## src/hdl/vas_pkg.sv

```systemverilog
// shared types, constants and sizes of the variable activity scorer
package vas_pkg;

	localparam int NUM_VARS   = 1024;
	localparam int IDX_W      = $clog2(NUM_VARS);
	localparam int LOW_W      = $clog2(NUM_VARS + 1);
	localparam int FRAC_BITS  = 16;
	localparam int SCORE_W    = 48;
	localparam int CONF_W     = 32;
	localparam int MODE_W     = 2;
	localparam int OP_W       = 2;
	localparam int GAP_W      = 7;
	localparam int FACT_W     = 7;
	localparam int PROD_W     = SCORE_W + FACT_W;
	localparam int DIV_DIGITS = 8;
	localparam int DIV_W      = ((PROD_W + DIV_DIGITS - 1) / DIV_DIGITS) * DIV_DIGITS;
	localparam int DIV_STAGES = DIV_W / DIV_DIGITS;
	localparam int DIVISOR    = 100;
	localparam int REM_W      = $clog2(DIVISOR);
	localparam int CMDQ_DEPTH = 2;
	localparam int RESQ_DEPTH = 2;

	localparam logic [SCORE_W-1:0] SCORE_MAX   = '1;
	localparam logic [SCORE_W-1:0] SCORE_ONE   = SCORE_W'(1) << FRAC_BITS;
	localparam logic [CONF_W-1:0]  CONF_MAX    = '1;
	localparam logic [CONF_W-1:0]  HALVE_COUNT = CONF_W'(256);
	localparam logic [GAP_W-1:0]   GAP_LIMIT   = GAP_W'(101);
	localparam logic [FACT_W-1:0]  FACT_DECAY  = FACT_W'(99);
	localparam logic [FACT_W-1:0]  FACT_HALVE  = FACT_W'(50);

	typedef enum logic [OP_W-1:0] {
		OP_UPDATE = 2'd0,
		OP_TARGET = 2'd1,
		OP_READ   = 2'd2,
		OP_NOP    = 2'd3
	} op_t;

	localparam logic [MODE_W-1:0] MODE_NONE  = 2'd0;
	localparam logic [MODE_W-1:0] MODE_DECAY = 2'd1;
	localparam logic [MODE_W-1:0] MODE_HALVE = 2'd2;
	localparam logic [MODE_W-1:0] MODE_AVG   = 2'd3;

	typedef enum logic [1:0] {
		K_READ  = 2'd0,
		K_BUMP  = 2'd1,
		K_AVG   = 2'd2,
		K_SCALE = 2'd3
	} kind_t;

	typedef struct packed {
		logic              walk;
		logic [FACT_W-1:0] walk_factor;
		logic [IDX_W-1:0]  walk_start;
		kind_t             kind;
		logic              valid;
		logic [IDX_W-1:0]  idx;
		logic [FACT_W-1:0] factor;
		logic [CONF_W-1:0] conflicts;
	} cmd_t;

	typedef struct packed {
		logic             item;
		logic [IDX_W-1:0] addr;
	} div_tag_t;

endpackage

```

## src/hdl/vas_cmdq.sv

```systemverilog
// short command queue between the front end and the score engine
module vas_cmdq import vas_pkg::*; (
	input  logic clk,
	input  logic arst_n,
	input  logic enq,
	input  cmd_t enq_cmd,
	output logic full,
	input  logic deq,
	output logic head_valid,
	output cmd_t head_cmd
);

	localparam int PTR_W = (CMDQ_DEPTH > 1) ? $clog2(CMDQ_DEPTH) : 1;
	localparam int CNT_W = $clog2(CMDQ_DEPTH + 1);

	cmd_t             entry_q [CMDQ_DEPTH];
	logic [PTR_W-1:0] wptr_q;
	logic [PTR_W-1:0] rptr_q;
	logic [CNT_W-1:0] cnt_q;

	assign full       = (cnt_q == CNT_W'(CMDQ_DEPTH));
	assign head_valid = (cnt_q != '0);
	assign head_cmd   = entry_q[rptr_q];

	always_ff @(posedge clk) begin
		if (enq) begin
			entry_q[wptr_q] <= enq_cmd;
		end
	end

	always_ff @(posedge clk or negedge arst_n) begin
		if (!arst_n) begin
			wptr_q <= '0;
			rptr_q <= '0;
			cnt_q  <= '0;
		end else begin
			if (enq) begin
				wptr_q <= (wptr_q == PTR_W'(CMDQ_DEPTH - 1)) ? '0 : wptr_q + PTR_W'(1);
			end
			if (deq) begin
				rptr_q <= (rptr_q == PTR_W'(CMDQ_DEPTH - 1)) ? '0 : rptr_q + PTR_W'(1);
			end
			if (enq && !deq) begin
				cnt_q <= cnt_q + CNT_W'(1);
			end else if (deq && !enq) begin
				cnt_q <= cnt_q - CNT_W'(1);
			end
		end
	end

endmodule

```

## config.mk

```make
export PLATFORM = sky130hd
export DESIGN_NAME = vas_cmdq
export DESIGN_NICKNAME = d
export VERILOG_FILES = /design/src/hdl/vas_pkg.sv /design/src/hdl/vas_cmdq.sv
export SDC_FILE = /design/constraint.sdc
export NUM_CORES = 1
export LEC_CHECK = 0
export CAP_MARGIN = 10
export CORE_ASPECT_RATIO = 0.8
export CORE_UTILIZATION = 55
export DETAILED_ROUTE_END_ITERATION = 7
export DONT_BUFFER_PORTS = 1
export GPL_TIMING_DRIVEN = 0
export PLACE_DENSITY = 0.8
export SYNTH_ARGS = -nofsm -noshare
export SYNTH_HDL_FRONTEND = slang
export SYNTH_SLANG_ARGS = --single-unit
```

## constraint.sdc

```tcl
create_clock -name clk -period 6.9 [get_ports clk]
set_input_delay 1.38 -clock clk [delete_from_list [all_inputs] [get_ports clk]]
set_output_delay 1.38 -clock clk [all_outputs]
set_load 0.005 [all_outputs]
```

# == Word level (Yosys, flattened, before mapping) ==
# Memories as Yosys holds them, arrays and structs flattened.
# Cells that the tools add are included.
# Widths: inputs -> output; s select.
# totals
ff_bits,4
ram_bits,140
mem_count,1
wordCells,21
input_bits,74
# op_classes
reduce_logical,6
add_sub_neg,4
eq_ne,1
mux,6
# memory_table
name,depth,word_bits,rd,rd_ports_with_merged_regs,write_ports,line_no,text
entry_q,2,70,1,0,1,vas_cmdq.sv:16,cmd_t entry_q [CMDQ_DEPTH];
# op_table
op,n
$mux 1,4
$mux 2,2
$reduce_bool 2->1,2
$add 1x1->1 const B,2
$add 2x1->2 const B,1
$eq 2x2->1 const B,1
$logic_and 1x1->1,2
$logic_not 1->1,2
$sub 2x1->2 const B,1

# == Logic depth before layout (Yosys ltp) ==
# logic_depth
depth_word,4
ltp_mapped,5

# == Worst setup path after synthesis ==
# OpenSTA, ideal clock, no wires.
# synth_path
kind,input -> register
from,input port enq
to,"memory entry_q[0][0] in the netlist's numbering, enable pin"
path_slack_ns,1.942
setup_ns,0.507
arrival_ns,4.451
required_ns,6.393
n_path_buf,0
cell_stages,1
path_cell_list,nor2b_1
# synth_between
elab_chain_len,2
# synth_rtl
element,line_no,text
start: declaration,vas_cmdq.sv:5,"input logic enq,"
$mux 1,vas_cmdq.sv:26,if (enq) begin
$mux 1 (not written as such),vas_cmdq.sv:27,entry_q[wptr_q] <= enq_cmd;
end: declaration,vas_cmdq.sv:16,
# No other way between the ends.

==> summary.txt <==
STA
  • Hold WS: 0.492 ns
  • Final setup margin: 4.07 ns
  • Pins Over Slew Limit: 0
  • Fin crit share: between 40 and 50%
  • Final Hold Viols: 0
  • Final min period: 2.83 ns
  • Worst-case clock skew: 0.00532 ns
  • Max Freq: roughly 350 MHz
  • Slew headroom: between 70 and 80%
  • Actual slew at the worst max-slew pin: ~0.41 ns
  • Final setup fails: 0
  • Post-Route Setup TNS: 0 ns
  • RSZ-0062 raised after global routing: no

Critical path
  • CP bufs+invs: 2
  • Crit path arrival time: 1.45 ns
  • Crit-path max FO: 10
  • Crit Path Class: flip-flop to primary output
  • Crit path cell chain: buf_6 > buf_12 > mux2_4
  • CP Launch Point: rptr_q$_DFFE_PN0P_
  • CP required: 5.52 ns
  • Critical path's largest stage delay: 0.34 ns
  • CP max-delay cell: dfrtp_1
  • Crit. End Element: primary output
  • R2r startpoint: wptr_q$_DFFE_PN0P_
  • Critical path's top delay family: buffers and inverters
  • Crit start category: flip-flop

Floorplanning
  • Initial Util: between 50 and 60%
  • Site row count: 32
  • IO Pins: 146
  • Die Width: ~110 um
  • Die span in y: 92.2 um
  • DIE AREA: 10,600 sq um
  • Core Area: 9770 sq um

Logic synthesis
  • Largest family of logic cells by synthesized area: multiplexers
  • EDFF count, synth: 140
  • Simple-Gate Fraction of Synth Area: 0.515%
  • Post-synthesis compound-gate area fraction: 0%
  • Synth cell count leaders: 140 x edfxtp_1, 69 x mux2_4, 7 x buf_12, 4 x dfrtp_1, 4 x xor2_1
  • Cells after Synth: around 230
  • Mapped cell area: 5590 sq um
  • Distinct cells, synth: 14
  • Area share of the largest cell type after synthesis: 75.2%
  • Yosys reg bits: 144
  • Synth Area in Adders: 0.224%
  • Top cell type by total area after synthesis: edfxtp_1
  • Ys Warns: 0
  • Syn_nets: a little over 300
  • Synth Area in XOR/XNOR: less than 1%
  • Synth area leaders: edfxtp_1 75%, mux2_4 19%, buf_12 2.5%, dfrtp_1 1.8%, xor2_1 0.63%
  • Sequential area share after synthesis: 77.0%
  • Avg Inst Size Synth: approximately 24 sq um
  • Mux cell area share after synthesis: 18.7%
  • Top_reg_cell synth: edfxtp_1
  • Cell with the most instances after synthesis: edfxtp_1
  • Async S/R FF share, synth: approximately 2.8%

Final layout
  • Final cell count without fillers: 405
  • FILL cells: 642
  • Final Core Density: about two thirds
  • Layout area overhead: 15.6%
  • Ant diodes: 0
  • Area occupied by multi-input gates: ~1100 sq um
  • Fin area: 6460 sq um
  • Storage cell area: 4300 sq um
  • Share of cells above drive strength 1: 42.8%
  • Layout net count: 331

GRT
  • Total Routing Usage GR: 17.5%
  • Wire length of the first global-routing pass: 12,800 um
  • Grt total ovfl: 0
  • Vias in the first global route: around 2,300
  • Pin count of the biggest net entering global routing: 45
  • Initial antenna violation count: 0

Power and ir drop
  • PwrDens: 452 nW/um^2
  • Static leakage: 2.38 nW
  • Worst vdd ir: between 0.3 and 0.4 mV
  • Total power: 2.92 mW

CTS
  • Skew-Pair Late Insertion Delay: 0.41 ns
  • Clk slew on worst S/H paths: 0.06 ns
  • Clock Path Buffers: 2
  • Post-CTS setup buffers: 0
  • Cells resized by post-CTS repair: 0
  • CTS tree: done
  • Hold_buf cts: 0
  • CTS sink cnt: 144
  • Root Buffer Master: clkbuf_16
  • CTS H-tree lvls: 4
  • Clock buffer count from CTS: 17

Flow run
  • Max cap viols: 0

Placed design
  • Area of placed instances: 5830 sq um
  • Post-Place Worst Slack: 4.45 ns
  • Port Buffer Count: 0
  • Gp weighted congestion: about 0.65
  • Post-DP HPWL: 5600 um
  • Placed cells: 373

Min path
  • Hold Path Class: flip-flop to flip-flop
  • Hold Path Origin: cnt_q[1]$_DFFE_PN0P_

Drt
  • First DRT Iteration DRCs: 132
  • DRT Pass-1 Iters: 4
  • DRC violations left: 0
  • Via density: between 5 and 6
  • Antenna-violating nets left: 0
  • Via count: 2,160
  • Total Routed Length: 8720 um
  • Wire length per cell: approximately 22 um

Outcome
  • Outcome: completed
worst paths after layout:
check                                            to  slack (ns)  depth (start not counted)
max                                    head_cmd[37]        4.07                          3
min in group asynchronous      cnt_q[1]$_DFFE_PN0P_        0.66                          0
min                            cnt_q[1]$_DFFE_PN0P_        0.49                          1
min reg2reg                    cnt_q[1]$_DFFE_PN0P_        0.49                          1
max in group asynchronous        rptr_q$_DFFE_PN0P_        6.17                          0
max reg2reg                entry_q[1][17]$_DFFE_PP_        5.40                          2
registers in the layout, indices dropped and copies added (netlist names):
name / count
rptr_q: 1
entry_q: 140
wptr_q: 1
cnt_q: 2
cell type report:
class,instances,share of cell area (%)
plain buffers,8,2.34
clock buffers,17,6.58
clock inverters,15,3.19
inverters,1,0.0581
multi-input cells,81,17.7
flip-flops and latches,144,66.6
well taps,136,2.63
repair buffers,3,0.929
power by group:
part,internal [mW],switching [mW],leakage [nW]
Sequential,1.16,0.0498,1.36
Clock,0.609,0.353,0.300
Combinational,0.409,0.336,0.721
cell families after synthesis:
| kind of cell | count (synthesis) |
|---|---|
| xor+xnor | 5 |
| fa+ha+maj | 1 |
| buf+inv | 9 |
| flops | 144 |
| mux | 70 |
| simple gates | 5 |
cell usage in the layout (no fill, tap or decap):
cell type and n:
and2_4 1, buf_12 10, buf_6 1, bufinv_16 4
clkbuf_16 17, clkinv_1 1, clkinv_2 1, clkinv_4 2
clkinvlp_4 3, dfrtp_1 4, edfxtp_1 140, ha_1 1
inv_1 1, inv_6 3, inv_8 1, mux2_2 1
mux2_4 69, nor2_1 1, nor2b_1 1, nor2b_4 1
or2_2 1, xnor2_1 1, xor2_1 4
metal layers:
metal	track usage [%]	wire length [um]
met3	10.4	1090
met4	8.12	129
met1	18.6	3260
met5	0	0
met2	27.6	4240
Note: power is estimated with default switching activity, not from simulation.
