[src/hdl/vas_pkg.sv]
// shared types, constants and sizes of the variable activity scorer
package vas_pkg;

	localparam int NUM_VARS   = 1024;
	localparam int IDX_W      = $clog2(NUM_VARS);
	localparam int LOW_W      = $clog2(NUM_VARS + 1);
	localparam int FRAC_BITS  = 16;
	localparam int SCORE_W    = 48;
	localparam int CONF_W     = 32;
	localparam int MODE_W     = 2;
	localparam int OP_W       = 2;
	localparam int GAP_W      = 7;
	localparam int FACT_W     = 7;
	localparam int PROD_W     = SCORE_W + FACT_W;
	localparam int DIV_DIGITS = 8;
	localparam int DIV_W      = ((PROD_W + DIV_DIGITS - 1) / DIV_DIGITS) * DIV_DIGITS;
	localparam int DIV_STAGES = DIV_W / DIV_DIGITS;
	localparam int DIVISOR    = 100;
	localparam int REM_W      = $clog2(DIVISOR);
	localparam int CMDQ_DEPTH = 2;
	localparam int RESQ_DEPTH = 2;

	localparam logic [SCORE_W-1:0] SCORE_MAX   = '1;
	localparam logic [SCORE_W-1:0] SCORE_ONE   = SCORE_W'(1) << FRAC_BITS;
	localparam logic [CONF_W-1:0]  CONF_MAX    = '1;
	localparam logic [CONF_W-1:0]  HALVE_COUNT = CONF_W'(256);
	localparam logic [GAP_W-1:0]   GAP_LIMIT   = GAP_W'(101);
	localparam logic [FACT_W-1:0]  FACT_DECAY  = FACT_W'(99);
	localparam logic [FACT_W-1:0]  FACT_HALVE  = FACT_W'(50);

	typedef enum logic [OP_W-1:0] {
		OP_UPDATE = 2'd0,
		OP_TARGET = 2'd1,
		OP_READ   = 2'd2,
		OP_NOP    = 2'd3
	} op_t;

	localparam logic [MODE_W-1:0] MODE_NONE  = 2'd0;
	localparam logic [MODE_W-1:0] MODE_DECAY = 2'd1;
	localparam logic [MODE_W-1:0] MODE_HALVE = 2'd2;
	localparam logic [MODE_W-1:0] MODE_AVG   = 2'd3;

	typedef enum logic [1:0] {
		K_READ  = 2'd0,
		K_BUMP  = 2'd1,
		K_AVG   = 2'd2,
		K_SCALE = 2'd3
	} kind_t;

	typedef struct packed {
		logic              walk;
		logic [FACT_W-1:0] walk_factor;
		logic [IDX_W-1:0]  walk_start;
		kind_t             kind;
		logic              valid;
		logic [IDX_W-1:0]  idx;
		logic [FACT_W-1:0] factor;
		logic [CONF_W-1:0] conflicts;
	} cmd_t;

	typedef struct packed {
		logic             item;
		logic [IDX_W-1:0] addr;
	} div_tag_t;

endpackage

[src/hdl/vas_front.sv]
// front end: mode register, conflict counter, lowest index and command classification
module vas_front import vas_pkg::*; (
	input  logic               clk,
	input  logic               arst_n,
	input  logic               push,
	output logic               full,
	input  logic [OP_W-1:0]    op,
	input  logic [IDX_W-1:0]   var_index,
	input  logic               first_of_cube,
	input  logic [GAP_W-1:0]   gap,
	input  logic               cfg_valid,
	output logic               cfg_ready,
	input  logic [MODE_W-1:0]  branching_mode,
	input  logic               cmdq_full,
	input  logic               clearing,
	output logic               enq,
	output cmd_t               cmd
);

	logic [MODE_W-1:0] mode_q;
	logic [CONF_W-1:0] conf_q;
	logic [LOW_W-1:0]  lowest_q;

	logic              is_upd;
	logic              is_tgt;
	logic              counts;
	logic              idx_ok;
	logic              halve_hit;
	logic [CONF_W-1:0] cnt_inc;
	logic [CONF_W-1:0] conf_next;
	logic              lower;

	assign cfg_ready = 1'b1;
	assign full      = cmdq_full | clearing;
	assign enq       = push & ~full;

	assign is_upd = (op == OP_UPDATE);
	assign is_tgt = (op == OP_TARGET);
	assign counts = first_of_cube & (is_upd | is_tgt);
	assign idx_ok = {1'b0, var_index} < LOW_W'(NUM_VARS);
	assign lower  = idx_ok & ({1'b0, var_index} < lowest_q);

	always_comb begin
		cnt_inc = conf_q;
		if (counts && conf_q != CONF_MAX) begin
			cnt_inc = conf_q + CONF_W'(1);
		end
		halve_hit = is_upd & first_of_cube & (mode_q == MODE_HALVE) & (cnt_inc == HALVE_COUNT);
		conf_next = halve_hit ? '0 : cnt_inc;
	end

	always_comb begin
		cmd.walk        = is_upd & first_of_cube & ((mode_q == MODE_DECAY) | halve_hit)
		                  & (lowest_q < LOW_W'(NUM_VARS));
		cmd.walk_factor = halve_hit ? FACT_HALVE : FACT_DECAY;
		cmd.walk_start  = lowest_q[IDX_W-1:0];
		cmd.valid       = idx_ok;
		cmd.idx         = var_index;
		cmd.factor      = (gap >= GAP_LIMIT) ? '0 : FACT_W'(GAP_LIMIT - gap);
		cmd.conflicts   = conf_next;
		cmd.kind        = K_READ;
		if (is_upd) begin
			unique case (mode_q)
				MODE_DECAY, MODE_HALVE: cmd.kind = K_BUMP;
				MODE_AVG:               cmd.kind = K_AVG;
				default:                cmd.kind = K_READ;
			endcase
		end else if (is_tgt) begin
			cmd.kind = K_SCALE;
		end
	end

	always_ff @(posedge clk or negedge arst_n) begin
		if (!arst_n) begin
			mode_q   <= MODE_DECAY;
			conf_q   <= CONF_W'(1);
			lowest_q <= LOW_W'(NUM_VARS);
		end else begin
			if (cfg_valid && cfg_ready) begin
				mode_q <= branching_mode;
			end
			if (enq) begin
				conf_q <= conf_next;
				if (counts && lower) begin
					lowest_q <= {1'b0, var_index};
				end
			end
		end
	end

endmodule

[config.mk]
export PLATFORM = sky130hd
export DESIGN_NAME = vas_front
export DESIGN_NICKNAME = d
export VERILOG_FILES = /design/src/hdl/vas_pkg.sv /design/src/hdl/vas_front.sv
export SDC_FILE = /design/constraint.sdc
export NUM_CORES = 1
export LEC_CHECK = 0
export ABC_AREA = 1
export BUFFER_PORTS_ARGS = -buffer_cell sky130_fd_sc_hd__buf_4
export CAP_MARGIN = 0
export CORE_ASPECT_RATIO = 2
export CORE_MARGIN = 5
export CORE_UTILIZATION = 30
export CTS_BUF_LIST = sky130_fd_sc_hd__clkbuf_16
export CTS_CLUSTER_DIAMETER = 30
export DETAILED_ROUTE_END_ITERATION = 8
export PLACE_DENSITY_LB_ADDON = 0.12
export SETUP_SLACK_MARGIN = 0.5
export SLEW_MARGIN = 10
export SYNTH_ARGS = -nofsm -noshare
export SYNTH_HDL_FRONTEND = slang
export SYNTH_SLANG_ARGS = --single-unit
[constraint.sdc]
create_clock -name clk -period 3.9 [get_ports clk]
set_input_delay 0.78 -clock clk [delete_from_list [all_inputs] [get_ports clk]]
set_output_delay 0.78 -clock clk [all_outputs]
set_load 0.01 [all_outputs]
* Yosys cells after proc, flatten, opt, wreduce, memory -nomap -nowiden
Cells that the tools add are included.
Storage, ports and cells: register bits 45, output and inout port bits 73, input bits 28, word-level logic and storage cells 37
Operators by class: add/subtract/negate cells 2, order comparisons 3, reductions and logical operators 5, bitwise operators 11, equal/unequal tests 6, multiplexer cells 7
Operator list (number):
- 2-to-1 mux 32 bit | 2
- adder 32 x 1 -> 32 bit (second input constant) | 1
- equality test 32 x 9 -> 1 bit (second input constant) | 1
- != test 32 bit (second input constant) | 1
- 2-to-1 mux 7 bit | 2
- < comparator 10 x 11 -> 1 bit | 1
- < comparator 11 bit (second input constant) | 1
- bitwise AND 1 bit | 7
- greater-or-equal comparator 7 bit (second input constant) | 1
- subtractor 7 bit (first input constant) | 1
- equality test 2 x 1 -> 1 bit (second input constant) | 2
- equality test 2 bit (second input constant) | 2
- 2-to-1 mux 2 bit | 2
- case mux 2 bit (2 select lines) | 1
- bitwise OR 1 bit | 3
- logical AND 1 bit | 2
- zero test 2 bit | 1
- AND reduction 2 bit | 1
- OR reduction 2 bit | 1
- inverter 1 bit | 1

* Depth between registers and ports, before layout
depth after elaboration 10, depth in mapped cells 17, mapped depth without buffers 17

* Worst setup path after synthesis
OpenSTA, ideal clock, no wires.
kind reg2out, from register conf_q[0], to output port cmd[68] (netlist name), path slack 796 ps, data required time 3120 ps, cell stages (with the launch flop) 17, data arrival time 2324 ps, path buffers 1, path through dfstp_2 -> ha_1 -> nand2_1 -> nor2_1 -> nand2_2 -> nor2_4 -> nand2_2 -> nand2_4 -> inv_4 -> nand2_1 -> nand2_1 -> nor2_1 -> nand3_1 -> or2_0 -> nor2_2 -> nand3_2 -> buf_4
RTL lines:
- start: declaration | line vas_front.sv:21 | logic [CONF_W-1:0] conf_q;
- start signal: assignment | line vas_front.sv:83 | conf_q <= conf_next;
- end: declaration | line vas_front.sv:17 | output cmd_t cmd

==> flow_summary.json <==
{
  "grt_pass1_vias": 4455,
  "dieArea_um2": 15500,
  "fin_skew_ns": 0.00405,
  "cts_buffer_depth": 2,
  "port_buffers": 94,
  "fin_nets": 795,
  "die_w_um": 90.4,
  "wl_per_cell_um": 15.7,
  "yosys_warnings": 0,
  "synth_cell_types": 36,
  "grt_max_degree": 50,
  "worstPathArrival_ns": 2.87,
  "slew_headroom_pct": 58.5,
  "layout_common_cells": "187 x nand2_1, 141 x buf_4, 95 x inv_1, 55 x nor2_1, 49 x o21ai_0",
  "hold_viol": 0,
  "yosysTopAreaCellShare_pct": 27.1,
  "track_usage_pct": 18.2,
  "placed_area_um2": 4810,
  "synthFlopType": "dfrtp_1",
  "worst_slew_pin_slew_ns": 0.622,
  "wl_mm": 14.1,
  "drive_above_1_share_pct": 30.7,
  "dr_total_vias": 4340,
  "ys_async_sr_fraction_pct": 100,
  "seq_area_um2": 1130,
  "insertion_delay_ns": 0.29,
  "final_common_cell": "nand2_1",
  "firstDrtPassIters": 4,
  "rows": 58,
  "ctsHtreeMaxLevel": 2,
  "path_delay_family": "simple AND/OR/NAND/NOR gates",
  "synth_top_cell_by_area": "dfrtp_1",
  "cap_violations": 0,
  "crit_path_cell_trace": "ha_4 > nand2_2 > nor2_4 > nand2_2 > nor2_4 > nand3_4 > bufbuf_16 > nand3_1 > nand2_1 > nand2_2 > buf_4 > nand4_1 > nor2_1 > nand3_2 > buf_4",
  "setup_viol": 0,
  "yosysSeqAreaShare_pct": 29.1,
  "maxSlewViolCount": 0,
  "ctsHoldBuffers": 0,
  "fin_crit_ns": 3.65,
  "p_per_area_nw_per_um2": 414,
  "p_total_uw": 2230,
  "antenna_cells": 0,
  "p_leak_uw": 0.00275,
  "grt_overflow": 0,
  "syn_area_um2": 3880,
  "fmax_ghz": 0.274,
  "syn_avg_cell_area_um2": 6.16,
  "path_common_cell": "nand2_2",
  "postSynthCellCount": 630,
  "core_um2": 12600,
  "multi_input_area_um2": 2350,
  "worstSetupEndpointType": "output port",
  "critPathSlowestCell": "dfstp_2",
  "antenna_found_initial": 0,
  "rsz0062_at_grt": "true",
  "critical_path_class": "register to output port",
  "cp.required_ns": 3.12,
  "post-dp-hpwl_mm": 11.4,
  "synth-edff-count": 0,
  "status": "finished, final reports clean",
  "cts.sinks": 45,
  "drt.antenna.violating_nets": 0,
  "final.period_utilization_pct": 93.7,
  "hold_path_class": "input pin to asynchronous set/reset pin",
  "nFillCells": 1406,
  "max_stage_delay_ns": 0.56,
  "worst-path-max-fanout": 11,
  "ir_drop_v": 0.000324,
  "synth_area_leaders": "dfrtp_1 27%, nand2_1 20%, inv_1 9.1%, nor2_1 6.8%, o21ai_0 6.4%",
  "drc_errors": 0,
  "critPathBufInv": 3,
  "ios": 101,
  "area_delta_synth_final_pct": 38.9,
  "drtIter0Drc": 204,
  "vias_per_cell": 4.81,
  "cts_tree": "built",
  "dp_cells": 876,
  "ctsRootBufferMaster": "clkbuf_16",
  "start_util_pct": 30.7,
  "cts.clk_slew.worst_paths_ns": 0.07,
  "fp.dieH_um": 171,
  "final_cell_count_no_fill": 903,
  "postLayoutCellArea_um2": 5390,
  "grt_pass1_wl_mm": 22.3,
  "ys_ff_latch": 45,
  "worstSetupStartpointType": "register",
  "cts_made_buffers": 5,
  "gp_congestion": 0.983
}
synth_stat cells, types with 2 or more instances:
library cell,number
nand2_1,208
inv_1,94
nor2_1,70
o21ai_0,50
dfrtp_1,42
nand3_1,40
buf_4,28
ha_1,15
a21oi_1,11
nand4_1,11
nor3_1,11
clkbuf_1,8
nand2_2,7
dfstp_2,3
nand3b_1,3
nor2_2,3
xor2_1,3
buf_6,2
clkinv_1,2
conb_1,2
nor2_4,2
per-stage QoR:
stage	worst slack [ns]	utilization (%)	hold slack, ns	TNS (ns)
after floorplan	0.796	-	0.476	0
after global placement	-0.112	38.1	0.499	-0.128
after detailed placement	-0.102	38.1	0.516	-0.118
after CTS	0.244	42.2	0.529	0
after global routing	0.123	42.7	0.548	0
final	0.245	42.7	0.504	0
worst paths after layout:
kind,startpoint,end,slack [ns],cells past startpoint
worst max-delay path,conf_q[0],cmd[68],0.25,15
worst min-delay path,arst_n,mode_q[1],0.50,1
worst max register to register,conf_q[0],conf_q[8],1.36,15
worst min register to register,lowest_q[10],lowest_q[10],0.52,2
max in group asynchronous,arst_n,conf_q[17],2.97,1
min in group clk,lowest_q[10],lowest_q[10],0.52,2
flip-flops by register name, indices dropped and copies added (netlist names):
name	cells
conf_q	32
mode_q	2
lowest_q	11
power by group:
part           switching (uW)  internal, uW  total (uW)  leakage, uW
sequential                129           591         720     0.000577
combinational             603           477        1080      0.00211
clock                     196           236         432    0.0000672
total                     928          1300        2230      0.00275
cell families after synthesis:
logic type / after synthesis / share of synthesized area [%]
compound gates: 63 / 8.25
xor+xnor: 5 / 1.32
fa+ha+maj: 15 / 4.84
buf+inv: 137 / 16.4
flops: 45 / 29.1
other cells: 2 / 0.193
simple gates: 363 / 39.8
worst register-to-register path: cells and delay by family (launching register included):
kind	cells	cell delay, ns
AND/OR/NAND/NOR	13	1.40
flip-flops	1	0.56
buffers and inverters	1	0.34
adder cells (fa/ha/maj)	1	0.14
timing repair:
item	4_1_cts	5_1_grt
cloned	2	0
setup buffers	14	3
setup endpoints to repair	8	5
gates resized for setup	60	12
pin swaps	17	10
area by class of cell:
| cell class | count | share of cell area (%) |
|---|---|---|
| well taps | 150 | 3.48 |
| repair buffers | 150 | 22.4 |
| flip-flops and latches | 45 | 21.0 |
| clock buffers | 5 | 2.32 |
| clock inverters | 3 | 0.348 |
| inverters | 98 | 6.87 |
| multi-input cells | 452 | 43.6 |
routing by layer:
| layer | GRT usage [%] | wire length [um] | vias to the layer above |
|---|---|---|---|
| li1 | - | - | 2160 |
| met1 | 15.5 | 4370 | 1989 |
| met2 | 37.0 | 8160 | 146 |
| met3 | 2.73 | 605 | 45 |
| met4 | 12.6 | 1010 | 0 |
| met5 | 0 | 0 | - |
Power figures use the tool's default switching activity.
